`config.mk`:
```
export PLATFORM = sky130hd
export DESIGN_NAME = spi_lerp
export DESIGN_NICKNAME = d
export VERILOG_FILES = /design/src/design/spi_pkg.sv /design/src/design/spi_lerp.sv
export SDC_FILE = /design/constraint.sdc
export NUM_CORES = 2
export LEC_CHECK = 0
export ABC_CLOCK_PERIOD_IN_PS = 6600
export BUFFER_PORTS_ARGS = -buffer_cell sky130_fd_sc_hd__buf_2
export CAP_MARGIN = 5
export CORE_MARGIN = 10
export CORE_UTILIZATION = 50
export CTS_BUF_LIST = sky130_fd_sc_hd__clkbuf_4 sky130_fd_sc_hd__clkbuf_8
export CTS_CLUSTER_DIAMETER = 30
export DETAILED_ROUTE_END_ITERATION = 10
export GPL_ROUTABILITY_DRIVEN = 0
export MAX_ROUTING_LAYER = met4
export PLACE_DENSITY = 0.68
export SLEW_MARGIN = 40
export SYNTH_ARGS = -nofsm -noshare
export SYNTH_HDL_FRONTEND = slang
export SYNTH_SLANG_ARGS = --single-unit
```
`constraint.sdc`:
```
create_clock -name aclk -period 6.6 [get_ports aclk]
set_input_delay 0.66 -clock aclk [delete_from_list [all_inputs] [get_ports aclk]]
set_output_delay 0.66 -clock aclk [all_outputs]
set_load 0.02 [all_outputs]
```
`src/design/spi_pkg.sv`:
```
// Shared types and constants for the segment/plane intersection pipeline.
// No dependencies.
package spi_pkg;

    localparam int FRAC_BITS = 16;
    localparam int COORD_W   = 32;
    localparam int LEN_W     = 64;
    localparam int DIFF_W    = COORD_W + 1;
    localparam int CFG_IDX_W = 8;

    typedef enum logic [1:0] {
        KIND_MISS  = 2'd0,
        KIND_BEGIN = 2'd1,
        KIND_END   = 2'd2,
        KIND_CROSS = 2'd3
    } kind_t;

    typedef enum logic [CFG_IDX_W-1:0] {
        REG_PLANE_A = 8'd0,
        REG_PLANE_B = 8'd1,
        REG_PLANE_C = 8'd2,
        REG_PLANE_D = 8'd3
    } cfg_reg_t;

    typedef struct packed {
        logic signed [COORD_W-1:0] x;
        logic signed [COORD_W-1:0] y;
        logic signed [COORD_W-1:0] z;
    } point_t;

    typedef struct packed {
        logic signed [DIFF_W-1:0] x;
        logic signed [DIFF_W-1:0] y;
        logic signed [DIFF_W-1:0] z;
    } diff_t;

    // Request carried alongside the divider: base point, direction, outcome.
    typedef struct packed {
        kind_t  kind;
        point_t base;
        diff_t  diff;
    } item_t;

    typedef struct packed {
        logic signed [COORD_W-1:0] a;
        logic signed [COORD_W-1:0] b;
        logic signed [COORD_W-1:0] c;
        logic signed [COORD_W-1:0] d;
    } plane_t;

    function automatic logic signed [LEN_W-1:0] mul32(
        input logic signed [COORD_W-1:0] p,
        input logic signed [COORD_W-1:0] q
    );
        logic signed [LEN_W-1:0] r;
        r = LEN_W'(p) * LEN_W'(q);
        return r;
    endfunction

endpackage

```
`src/design/spi_lerp.sv`:
```
// Crossing point base + floor(diff * t), two stages, the second of which is the output register.
// Depends on spi_pkg.
module spi_lerp #(
    parameter int FRAC_BITS = spi_pkg::FRAC_BITS
) (
    input  logic                               aclk,
    input  logic                               aresetn,
    input  logic                               en,
    input  logic                               in_valid,
    input  logic [FRAC_BITS-1:0]               in_t,
    input  spi_pkg::item_t                     in_item,
    output logic                               out_valid,
    output logic                               out_hit,
    output logic [1:0]                         out_kind,
    output spi_pkg::point_t                    out_point
);
    localparam int DW = spi_pkg::DIFF_W;
    localparam int PW = DW + FRAC_BITS + 1;
    localparam int CW = spi_pkg::COORD_W;

    logic                 v1_reg, v2_reg;
    logic signed [PW-1:0] px_reg, py_reg, pz_reg;
    spi_pkg::item_t       item_reg;
    logic                 hit_reg;
    logic [1:0]           kind_reg;
    spi_pkg::point_t      point_reg;

    logic signed [FRAC_BITS:0] t_s;
    logic signed [PW-1:0]      sx, sy, sz;

    assign t_s = {1'b0, in_t};
    assign sx  = px_reg >>> FRAC_BITS;
    assign sy  = py_reg >>> FRAC_BITS;
    assign sz  = pz_reg >>> FRAC_BITS;

    always_ff @(posedge aclk) begin
        if (!aresetn) begin
            v1_reg <= 1'b0;
            v2_reg <= 1'b0;
        end else if (en) begin
            v1_reg <= in_valid;
            v2_reg <= v1_reg;
        end
    end

    always_ff @(posedge aclk) begin
        if (en) begin
            px_reg      <= PW'(in_item.diff.x) * PW'(t_s);
            py_reg      <= PW'(in_item.diff.y) * PW'(t_s);
            pz_reg      <= PW'(in_item.diff.z) * PW'(t_s);
            item_reg    <= in_item;
            hit_reg     <= item_reg.kind != spi_pkg::KIND_MISS;
            kind_reg    <= item_reg.kind;
            point_reg.x <= item_reg.base.x + sx[CW-1:0];
            point_reg.y <= item_reg.base.y + sy[CW-1:0];
            point_reg.z <= item_reg.base.z + sz[CW-1:0];
        end
    end

    assign out_valid = v2_reg;
    assign out_hit   = hit_reg;
    assign out_kind  = kind_reg;
    assign out_point = point_reg;
endmodule

```
# Yosys cells after proc, flatten, opt, wreduce, memory -nomap -nowiden
# Cells that the tools add are included.
[totals]
word_cells = 21
in_bits = 217
output_inout_bits = 100
register_bits = 343
[op_classes]
reduce_logical = 1
addsub = 3
n_mul = 3
[ops]
columns = ["op", "count"]
rows = [
  ["33-bit by 17-bit multiplier with 48-bit output", 3],
  ["32-bit adder", 3],
  ["2-bit nonzero test", 1],
]

# Longest topological paths before layout
[logic_depth]
word_depth = 1
ltp_mapped = 26
mapped_depth_nobuf = 25

# Least setup slack after synthesis
# OpenSTA, ideal clock, no wires.
[synth_timing]
path_type = "input to register"
from = "in in_t[2]"
to = "reg px_reg[34] (data pin)"
required_time_ns = 6.342
slack_ns = -0.349
cell_stages = 23
path_buffers = 2
t_arrival_ns = 6.691
setup_time_ns = 0.258
cell_sequence = "clkbuf_1 -> clkbuf_1 -> nand2_1 -> fa_1 -> fa_1 -> fa_1 -> inv_1 -> fa_1 -> fa_1 -> inv_1 -> fa_1 -> inv_1 -> ha_1 -> a21oi_1 -> o21ai_1 -> a221o_1 -> a221o_1 -> a31oi_4 -> o2111ai_2 -> a221o_1 -> a21o_1 -> a21oi_2 -> xnor2_1"
[synth_via]
elab_chain_cells = 1
[synth_rtl]
columns = ["element", "line_no", "rtl"]
rows = [
  ["start: declaration", "spi_lerp.sv:10", "input logic [FRAC_BITS-1:0] in_t,"],
  ["33-bit by 17-bit multiplier with 48-bit output", "spi_lerp.sv:48", "px_reg <= PW'(in_item.diff.x) * PW'(t_s);"],
  ["end signal: assignment", "spi_lerp.sv:48", ""],
  ["end: declaration", "spi_lerp.sv:22", "logic signed [PW-1:0] px_reg, py_reg, pz_reg;"],
]
# No other way between the ends.
# A chain may end at the register's enable or synchronous reset.

# Final worst setup path
[layout_timing]
from = "in in_t[6]"
to = "reg px_reg[47] (data pin)"
# Same word-level chain as after synthesis.

==> run metrics <==
GRT Util Overall about a quarter; via/cell ratio about 5; die width approximately 380 um; CP endpoint kind register; register area share after synthesis 13.5%; Slew Limit Fails 0; clk slew on worst S/H paths about 0.050 ns; clk_lat worst skew 0.76 ns; post-DP HPWL 143 mm; Initial Util 50.5%; antenna violations before repair 32; Root Driver clkbuf_8; via count 48000; Syn Std Cell Area 65700 um2; CP required approximately 7.1 ns; vias in the first global route about 53000; Num Clock Sinks 295; main combinational cell family by area after synthesis adder cells; hold crit path type input port to register; WS Path Type input port to register; die area roughly 150000 um2; fmax between 150 and 200 MHz; worst-margin pin slew slightly below 1 ns; H-tree levels 3; row count ~130; Placed Cells incl. Taps 9240; Final nets just under 10000; synth unique cells 71; Startpoint Class input port; Die Y ~380 um; CTS tree yes; Synth Area in XOR/XNOR 2.85%; post-synthesis compound-gate area fraction roughly 4.7%; Yosys top cell by area fa_1; Remaining Overflow, GRT 0; EDFF count, synth 293; final period utilization a little over nine tenths; Bufs on Longest Clock Path 3; asr flop ratio synth 0%; Synth top area share 44.8%; PortBufs about 320; net count of the mapped netlist approximately 9000; max reg flops about 100; Clock Skews 0.0370 ns; Yosys warnings 0; final setup fails 0; mux cell area share after synthesis less than 1%; core area between 100000 and 150000 um2; ys flop type edfxtp_1; Max Cap Viol 0; Slew Limit Headroom roughly a third; routed len/inst 17.8 um; crit path time final 6.46 ns; first-pass GRT wire length approximately 280 mm; pin count of the biggest net entering global routing 142; Worst Hold Depth 1; number of iterations in the first detailed-routing pass 7; clock buffer count from CTS 80; R2R cell count 13; I/O pin total ~320; crit path DAT approximately 7 ns; DRC 0; DR iter-0 viols roughly 2600; #FFs+latches synth slightly below 300; Area contributors post-synth fa_1, edfxtp_1, inv_1; Final Hold Violating Endpoints 0; Syn Inst Count 6846; drt total wl about 170 mm; share of cells above drive strength 1 ~14%; Synth Area in Simple Gates between 10% and 20%; Final ANT Viol Nets 0; status finished clean; Layout area overhead 16.4%; commonest non-fill, non-tap cells in the layout inv_1, fa_1, nand2_1; Adder-Cell Fraction of Synth Area between 50% and 60%; post-synthesis average cell area around 9.6 um2; largest fanout on the critical path 18; Cell Count, Final, Fillers Out 9479; commonest non-fill, non-tap cell in the layout inv_1
[synthesized netlist by cell type, types with 4 or more instances]
master     instances
nor4_1             6
nand3_1           30
or3_1              6
xor2_1            46
nor2_1            99
clkbuf_1         273
edfxtp_1         293
ha_1             429
inv_1           1760
nand2b_1          29
nor3_1            28
a31oi_1           11
o211ai_1           6
o21a_1            28
nor2b_1           30
o21ai_0           72
nand2_1          944
and2_1           711
o21bai_1          22
nand4_1           18
a221o_1            6
o21ai_1            7
fa_1            1470
nor3b_1            4
a21o_1            78
a211o_1            5
xnor2_1          168
o31ai_1           10
a221oi_1           7
and3_1            21
a2111oi_0          5
a21oi_1          152
a211oi_1          15
[metal layers]
layer | global-route usage, % | wire (um) | up-vias
li1 | - | - | 21800
met1 | 31.6 | 69900 | 24300
met2 | 39.1 | 81600 | 1551
met3 | 4.14 | 12500 | 295
met4 | 7.30 | 5130 | 0
met5 | - | 0 | -
[what timing repair did]
item                       4_1_cts  5_1_grt
gates resized for setup          0       30
hold buffers                    58        0
setup buffers                    0        1
hold endpoints to repair        58        0
setup endpoints to repair        0       26
[stage by stage]
stage / setup slack, ns / util, % / hold WS [ns] / TNS (ns) / area, um2
2_1_floorplan: -0.0549 / - / 0.417 / -0.108 / 65800
3_3_place_gp: -0.616 / 56.6 / 0.479 / -25.29 / 73600
3_5_place_dp: -0.703 / 56.6 / 0.472 / -28.07 / 73600
4_1_cts: 0.128 / 58.6 / 0.0000470 / 0 / 76100
5_1_grt: -0.0199 / 58.8 / 0.0315 / -0.0369 / 76400
6_report: 0.139 / 58.8 / 0.0789 / 0 / 76400
[cell families after synthesis]
group	after synthesis
and+or+nand+nor	1935
xor gates and xnor gates	214
DFF	295
adders and majority gates	1899
muxes	2
AOI/OAI and AO/OA	468
buffers and inverters	2033
[worst max-delay path, stage by stage]
cell      delay [ns]
buf_4           0.18
buf_12          0.17
buf_8           0.17
and2_1          0.15
fa_1            0.51
inv_1           0.06
fa_1            0.46
fa_1            0.52
inv_1           0.05
fa_1            0.50
fa_1            0.50
inv_1           0.05
fa_1            0.49
inv_1           0.04
ha_1            0.28
and2_1          0.16
a221o_1         0.33
a221o_1         0.36
a31oi_4         0.21
o21ai_2         0.09
buf_4           0.15
a21oi_1         0.28
a311oi_1        0.15
buf_4           0.16
a21oi_1         0.17
xnor2_1         0.09
[worst paths after layout]
kind / slack, ns / to / startpoint
worst max register to register: 2.60 / out_point[92] / px_reg[16]
worst max-delay path: 0.14 / px_reg[47] / in_t[6]
worst min-delay path: 0.08 / item_reg[177] / in_item[177]
worst min register to register: 0.48 / out_kind[1] / item_reg[196]
[layout make-up]
class	instances	area, um2
inverters	1760	6610
clock inverters	62	767
repair buffers	989	7490
multi-input cells	4518	49300
flip-flops and latches	295	8840
well taps	1742	2180
clock buffers	86	1150
fillers	11100	53500
diodes	27	67.6
Power is left out: the tool's default activity adds up to more than one toggle a clock period on the data nets, which glitch-free logic cannot reach.
