`config.mk`:
```
export PLATFORM = sky130hd
export DESIGN_NAME = spi_div_step
export DESIGN_NICKNAME = d
export VERILOG_FILES = /design/src/design/spi_pkg.sv /design/src/design/spi_div_step.sv
export SDC_FILE = /design/constraint.sdc
export NUM_CORES = 1
export LEC_CHECK = 0
export BUFFER_PORTS_ARGS = -buffer_cell sky130_fd_sc_hd__buf_2
export CELL_PAD_IN_SITES_DETAIL_PLACEMENT = 2
export CELL_PAD_IN_SITES_GLOBAL_PLACEMENT = 2
export CORE_AREA = 3 3 269 271
export CTS_BUF_LIST = sky130_fd_sc_hd__clkbuf_16
export DETAILED_ROUTE_END_ITERATION = 16
export DIE_AREA = 0 0 272 274
export PLACE_DENSITY = 0.72
export SKIP_LAST_GASP = 1
export SYNTH_ARGS = -nofsm -noshare
export SYNTH_HDL_FRONTEND = slang
export SYNTH_SLANG_ARGS = --single-unit
```
`constraint.sdc`:
```
create_clock -name aclk -period 4.65 [get_ports aclk]
set_input_delay 1.1625 -clock aclk [delete_from_list [all_inputs] [get_ports aclk]]
set_output_delay 1.1625 -clock aclk [all_outputs]
set_load 0.01 [all_outputs]
```
`src/design/spi_pkg.sv`:
```
// Shared types and constants for the segment/plane intersection pipeline.
// No dependencies.
package spi_pkg;

    localparam int FRAC_BITS = 16;
    localparam int COORD_W   = 32;
    localparam int LEN_W     = 64;
    localparam int DIFF_W    = COORD_W + 1;
    localparam int CFG_IDX_W = 8;

    typedef enum logic [1:0] {
        KIND_MISS  = 2'd0,
        KIND_BEGIN = 2'd1,
        KIND_END   = 2'd2,
        KIND_CROSS = 2'd3
    } kind_t;

    typedef enum logic [CFG_IDX_W-1:0] {
        REG_PLANE_A = 8'd0,
        REG_PLANE_B = 8'd1,
        REG_PLANE_C = 8'd2,
        REG_PLANE_D = 8'd3
    } cfg_reg_t;

    typedef struct packed {
        logic signed [COORD_W-1:0] x;
        logic signed [COORD_W-1:0] y;
        logic signed [COORD_W-1:0] z;
    } point_t;

    typedef struct packed {
        logic signed [DIFF_W-1:0] x;
        logic signed [DIFF_W-1:0] y;
        logic signed [DIFF_W-1:0] z;
    } diff_t;

    // Request carried alongside the divider: base point, direction, outcome.
    typedef struct packed {
        kind_t  kind;
        point_t base;
        diff_t  diff;
    } item_t;

    typedef struct packed {
        logic signed [COORD_W-1:0] a;
        logic signed [COORD_W-1:0] b;
        logic signed [COORD_W-1:0] c;
        logic signed [COORD_W-1:0] d;
    } plane_t;

    function automatic logic signed [LEN_W-1:0] mul32(
        input logic signed [COORD_W-1:0] p,
        input logic signed [COORD_W-1:0] q
    );
        logic signed [LEN_W-1:0] r;
        r = LEN_W'(p) * LEN_W'(q);
        return r;
    endfunction

endpackage

```
`src/design/spi_div_step.sv`:
```
// One registered restoring-division step producing one quotient bit.
// Depends on spi_pkg.
module spi_div_step #(
    parameter int FRAC_BITS = spi_pkg::FRAC_BITS
) (
    input  logic                        aclk,
    input  logic                        aresetn,
    input  logic                        en,
    input  logic                        in_valid,
    input  logic [spi_pkg::LEN_W-1:0]   in_rem,
    input  logic [spi_pkg::LEN_W-1:0]   in_den,
    input  logic [FRAC_BITS-1:0]        in_q,
    input  spi_pkg::item_t              in_item,
    output logic                        out_valid,
    output logic [spi_pkg::LEN_W-1:0]   out_rem,
    output logic [spi_pkg::LEN_W-1:0]   out_den,
    output logic [FRAC_BITS-1:0]        out_q,
    output spi_pkg::item_t              out_item
);
    localparam int LW = spi_pkg::LEN_W;

    logic                 valid_reg;
    logic [LW-1:0]        rem_reg, den_reg;
    logic [FRAC_BITS-1:0] q_reg;
    spi_pkg::item_t       item_reg;

    logic [LW-1:0] rem2;
    logic          take;

    assign rem2 = {in_rem[LW-2:0], 1'b0};
    assign take = rem2 >= in_den;

    always_ff @(posedge aclk) begin
        if (!aresetn) begin
            valid_reg <= 1'b0;
        end else if (en) begin
            valid_reg <= in_valid;
        end
    end

    always_ff @(posedge aclk) begin
        if (en) begin
            rem_reg  <= take ? rem2 - in_den : rem2;
            den_reg  <= in_den;
            q_reg    <= {in_q[FRAC_BITS-2:0], take};
            item_reg <= in_item;
        end
    end

    assign out_valid = valid_reg;
    assign out_rem   = rem_reg;
    assign out_den   = den_reg;
    assign out_q     = q_reg;
    assign out_item  = item_reg;
endmodule

```
* Yosys cells after proc, flatten, opt, wreduce, memory -nomap -nowiden
Cells that the tools add are included.
** Storage, ports and cells
- Output and inout bits :: 342
- Word-level logic and storage cells :: 15
- Input bits :: 345
- Bits in registers :: 342
** Operators by class
- Add/sub/neg operators :: 1
- Multiplexer cells :: 1
- Magnitude comparators :: 1
** Operators with widths (number)
- greater-or-equal comparator 64 bit :: 1
- two-way mux 64 bit :: 1
- subtractor 64 bit :: 1

* Logic depth before layout (Yosys ltp)
- Depth in word-level cells :: 2
- Depth in mapped cells :: 14

* Least setup slack after synthesis
Ideal clock, no wire load.
- Path type :: in2reg
- Start point :: input in_den[17] in the netlist's numbering
- End point :: register rem_reg[54] (netlist: out_rem[54]) (data pin)
- Data required time :: 4.386 ns
- Data arrival time :: 3.439 ns
- Library setup time :: 0.264 ns
- Setup slack :: 0.947 ns
- Cell stages on the path :: 12
- Cell sequence :: inv_1 > ha_1 > buf_6 > a21o_1 > a311oi_1 > o21ai_1 > or3_1 > o2111a_1 > a211o_2 > a211oi_1 > xor2_1 > o21ai_1
** On the way
- Word-level cells in the longest chain between the ends :: 2
- Elaborated cells between the ends (all ways) :: 3
** Ends and longest elaborated chain
- start: declaration :: line spi_div_step.sv:11 : input logic [spi_pkg::LEN_W-1:0] in_den,
- subtractor 64 bit or greater-or-equal comparator 64 bit (tied branches) :: line spi_div_step.sv:43, spi_div_step.sv:31
- two-way mux 64 bit (*) :: line spi_div_step.sv:43 : rem_reg <= take ? rem2 - in_den : rem2;
- end signal: assignment :: line spi_div_step.sv:43
- end: declaration :: line spi_div_step.sv:23 : logic [LW-1:0] rem_reg, den_reg;
Every way passes the cells marked *; elsewhere a longest branch is shown, timed or not.
A chain may end at the register's enable or synchronous reset.

* Worst setup path after layout
- Start point :: input in_den[26] in the netlist's numbering
- End point :: register rem_reg[43] (netlist: out_rem[43]) (data pin)
Same word-level chain as after synthesis.

==> qor.csv <==
stage;metric;value;unit
placed_design;gp_congestion;0.924;
placed_design;dp_hpwl;60100;um
timing;fin_crit;3940;ps
timing;relSlewSlack;50.3;%
placed_design;io_buffers;684;
clock_network;cts_buffers;41;
yosys;synth_edf_count;341;
finish;final_nets;2283;
setup_path;reg2reg_depth;2;
setup_path;crit_path_cell_trace;buf_2 > inv_1 > ha_1 > a21o_1 > o21bai_1 > or2_2 > a2111oi_0 > buf_4 > o31a_1 > buf_4 > o21bai_1 > a21oi_1 > xor2_1 > o21ai_0;
clock_network;clock-sinks;342;
timing;skew;0;ps
setup_path;path_class;primary input to flip-flop;
setup_path;cp-start-kind;primary input;
clock_network;clockBufferDepth;3;
yosys;netlist_area;15100;um^2
grt;overflow;0;
yosys;yosysTopAreaCellShare;67.6;%
yosys;yosysWarnings;0;
floorplanning;die_area;74500;um^2
floorplanning;coreArea;70000;um^2
power_and_ir_drop;ir_drop;0.000239;V
timing;max_freq;254;MHz
power_and_ir_drop;power_leakage;9.27;nW
setup_path;cp_max_fo;4;
setup_path;ff2ff_setup_slack;4030;ps
yosys;synth.area.top_cells;edfxtp_1 (68%), ha_1 (5.3%), nand2_1 (3.3%);
drt;drt_wl_total;72700;um
yosys;async_flop_share;0;%
grt;antenna_found_initial;31;
grt;grt_max_degree;88;
yosys;yosysMostFrequentCell;edfxtp_1;
clock_network;cts_max_level;2;
finish;drive_above_1_share;42.2;%
finish;fillCellCount;7691;
setup_path;cp.arrival;4260;ps
floorplanning;num_rows;97;
drt;drc;0;
grt;grt_first_pass_wirelength;101000;um
timing;fin_crit_sh;84.8;%
setup_path;cp-end-kind;flip-flop;
clock_network;path_clk_slew;60;ps
drt;first_iter_violations;649;
power_and_ir_drop;p_per_area;403;nW/um^2
yosys;synth_common_cells;edfxtp_1 (341), nand2_1 (133), o21ai_0 (91), inv_1 (84), a21oi_1 (81);
yosys;ys_ff_latch;342;
flow_run;maxCapViolCount;0;
finish;multi_input_area;4400;um^2
setup_path;cp_slowest_cell;a2111oi_0;
floorplanning;start_util;21.6;%
yosys;syn_avg_cell_area;13.3;um^2
finish;seqCellArea;10300;um^2
outcome;status;completed;
yosys;synth_area_leader_cell;edfxtp_1;
clock_network;cts_resized;0;
timing;maxSlewViolCount;0;
drt;wl_per_cell;25.5;um
floorplanning;chipHeight;274;um
drt;via_per_inst;4.41;
floorplanning;io_pins;687;
clock_network;root_buffer;clkbuf_16;
drt;drt-pass1-iter-count;5;
placed_design;dp_cells;2770;
clock_network;hold_buffers;0;
timing;rsz0062_at_grt;false;
timing;tightest_slew;741;ps
min_path;min_path_cells;2;
finish;syn_to_final_growth;40.6;%
setup_path;max_stage_delay;380;ps
clock_network;cts_tree;built;
timing;finalSetupViolations;0;
grt;grt_pass1_vias;13700;
yosys;synth_cell_types;60;
finish;final_cells;2847;
drt;postRouteAntennaNets;0;
min_path;hold_class;flip-flop to flip-flop;
floorplanning;die_x;272;um
yosys;synth-seq-area-share;67.8;%
clock_network;insertion_delay;550;ps
clock_network;cts_setup_buffers;0;
drt;vias;12600;
yosys;synthesis.instances;1141;
yosys;synthesis.nets;1551;
timing;finalSetupTns;0;ps
grt;grtUsageTotal;18.7;%
yosys;synthFlopType;edfxtp_1;
timing;hold_violations;0;
setup_path;critPathRequiredTime;4970;ps
## layout make-up
cell class | count | area share, %
multi-input combinational | 676 | 20.7
clock inverter | 30 | 1.10
timing repair buffer | 728 | 18.0
clock buffer | 42 | 4.94
tap | 940 | 5.53
antenna | 5 | 0.0588
sequential | 342 | 48.2
inverter | 84 | 1.48
## path summary, 6_finish.rpt
check,start,endpoint
worst max-delay path,in_den[26],out_rem[43]
worst min-delay path,out_valid,out_valid
worst max register to register,out_valid,out_valid
worst min register to register,out_valid,out_valid
## critical path: cells and delay by family
family                   cells  cell delay [ps]
AO/OA/AOI/OAI                7             1590
AND/OR/NAND/NOR              1              330
buffers and inverters        4              660
XOR/XNOR                     1              180
adder cells (fa/ha/maj)      1              330
## metrics by stage
| stage | power, mW | hold slack, ps | util, % | worst slack (ps) | cell area (um^2) |
|---|---|---|---|---|---|
| 3_3_place_gp | 5.48 | 498 | 28.5 | 60.4 | 20000 |
| 3_5_place_dp | 5.53 | 548 | 28.5 | 30.2 | 20000 |
| 5_1_grt | 8.99 | 571 | 30.4 | 505 | 21300 |
| 6_report | 8.57 | 561 | 30.4 | 706 | 21300 |
| 4_1_cts | 8.75 | 557 | 30.4 | 619 | 21300 |
| 2_1_floorplan | 4.61 | 538 | - | 947 | 15100 |
## power breakdown
part           switching, mW  internal (mW)  total (mW)
registers             0.0792           3.73        3.81
logic                   1.02          0.618        1.64
clock network           1.32           1.80        3.13
total                   2.42           6.15        8.57
## routing by layer
metal  global-route usage, %  share of wire [%]  wire (um)  up-vias
met4                    6.96                3.9       2830       42
met1                    19.4                 35      25800     6234
met2                    35.0                 53      38200      432
li1                        -                  -          -     5718
met3                    6.21                7.7       5620      133
met5                       0               0.38        276        -
## placed cells by master (no fill, tap or decap), types with 6 or more instances in the layout
master / Yosys / layout
o211ai_1: 6 / 6
a211o_1: 6 / 6
edfxtp_1: 341 / 341
nand2_1: 133 / 133
a21o_1: 28 / 28
nor3_1: 18 / 18
o21bai_1: 16 / 16
o21ai_0: 91 / 91
xnor2_1: 38 / 38
ha_1: 64 / 64
a21oi_1: 81 / 81
nor2b_1: 8 / 8
nand3_1: 10 / 10
inv_1: 84 / 97
buf_2: 11 / 683
xor2_1: 18 / 18
clkbuf_16: 0 / 42
nor2_1: 37 / 37
o21ai_1: 6 / 6
o31ai_1: 7 / 7
nand4_1: 18 / 18
buf_4: 0 / 39
## cells by family (layout without fill, tap and decap cells)
kind of cell             Yosys count  after routing  share of synthesized area [%]
multiplexers                       5              5                          0.364
flip-flops                       342            342                           67.8
buffers and inverters            123            884                           3.19
adder cells (fa/ha/maj)           65             65                           5.42
other                              0              5                              0
AO/OA/AOI/OAI                    296            296                           12.5
XOR/XNOR                          56             56                           3.24
AND/OR/NAND/NOR                  254            254                           7.49
## state kept, by name, indices dropped and copies added (netlist names)
register	flops
out_den	64
out_item	197
out_rem	64
out_q	16
out_valid	1
Note: power is estimated with default switching activity, not from simulation.
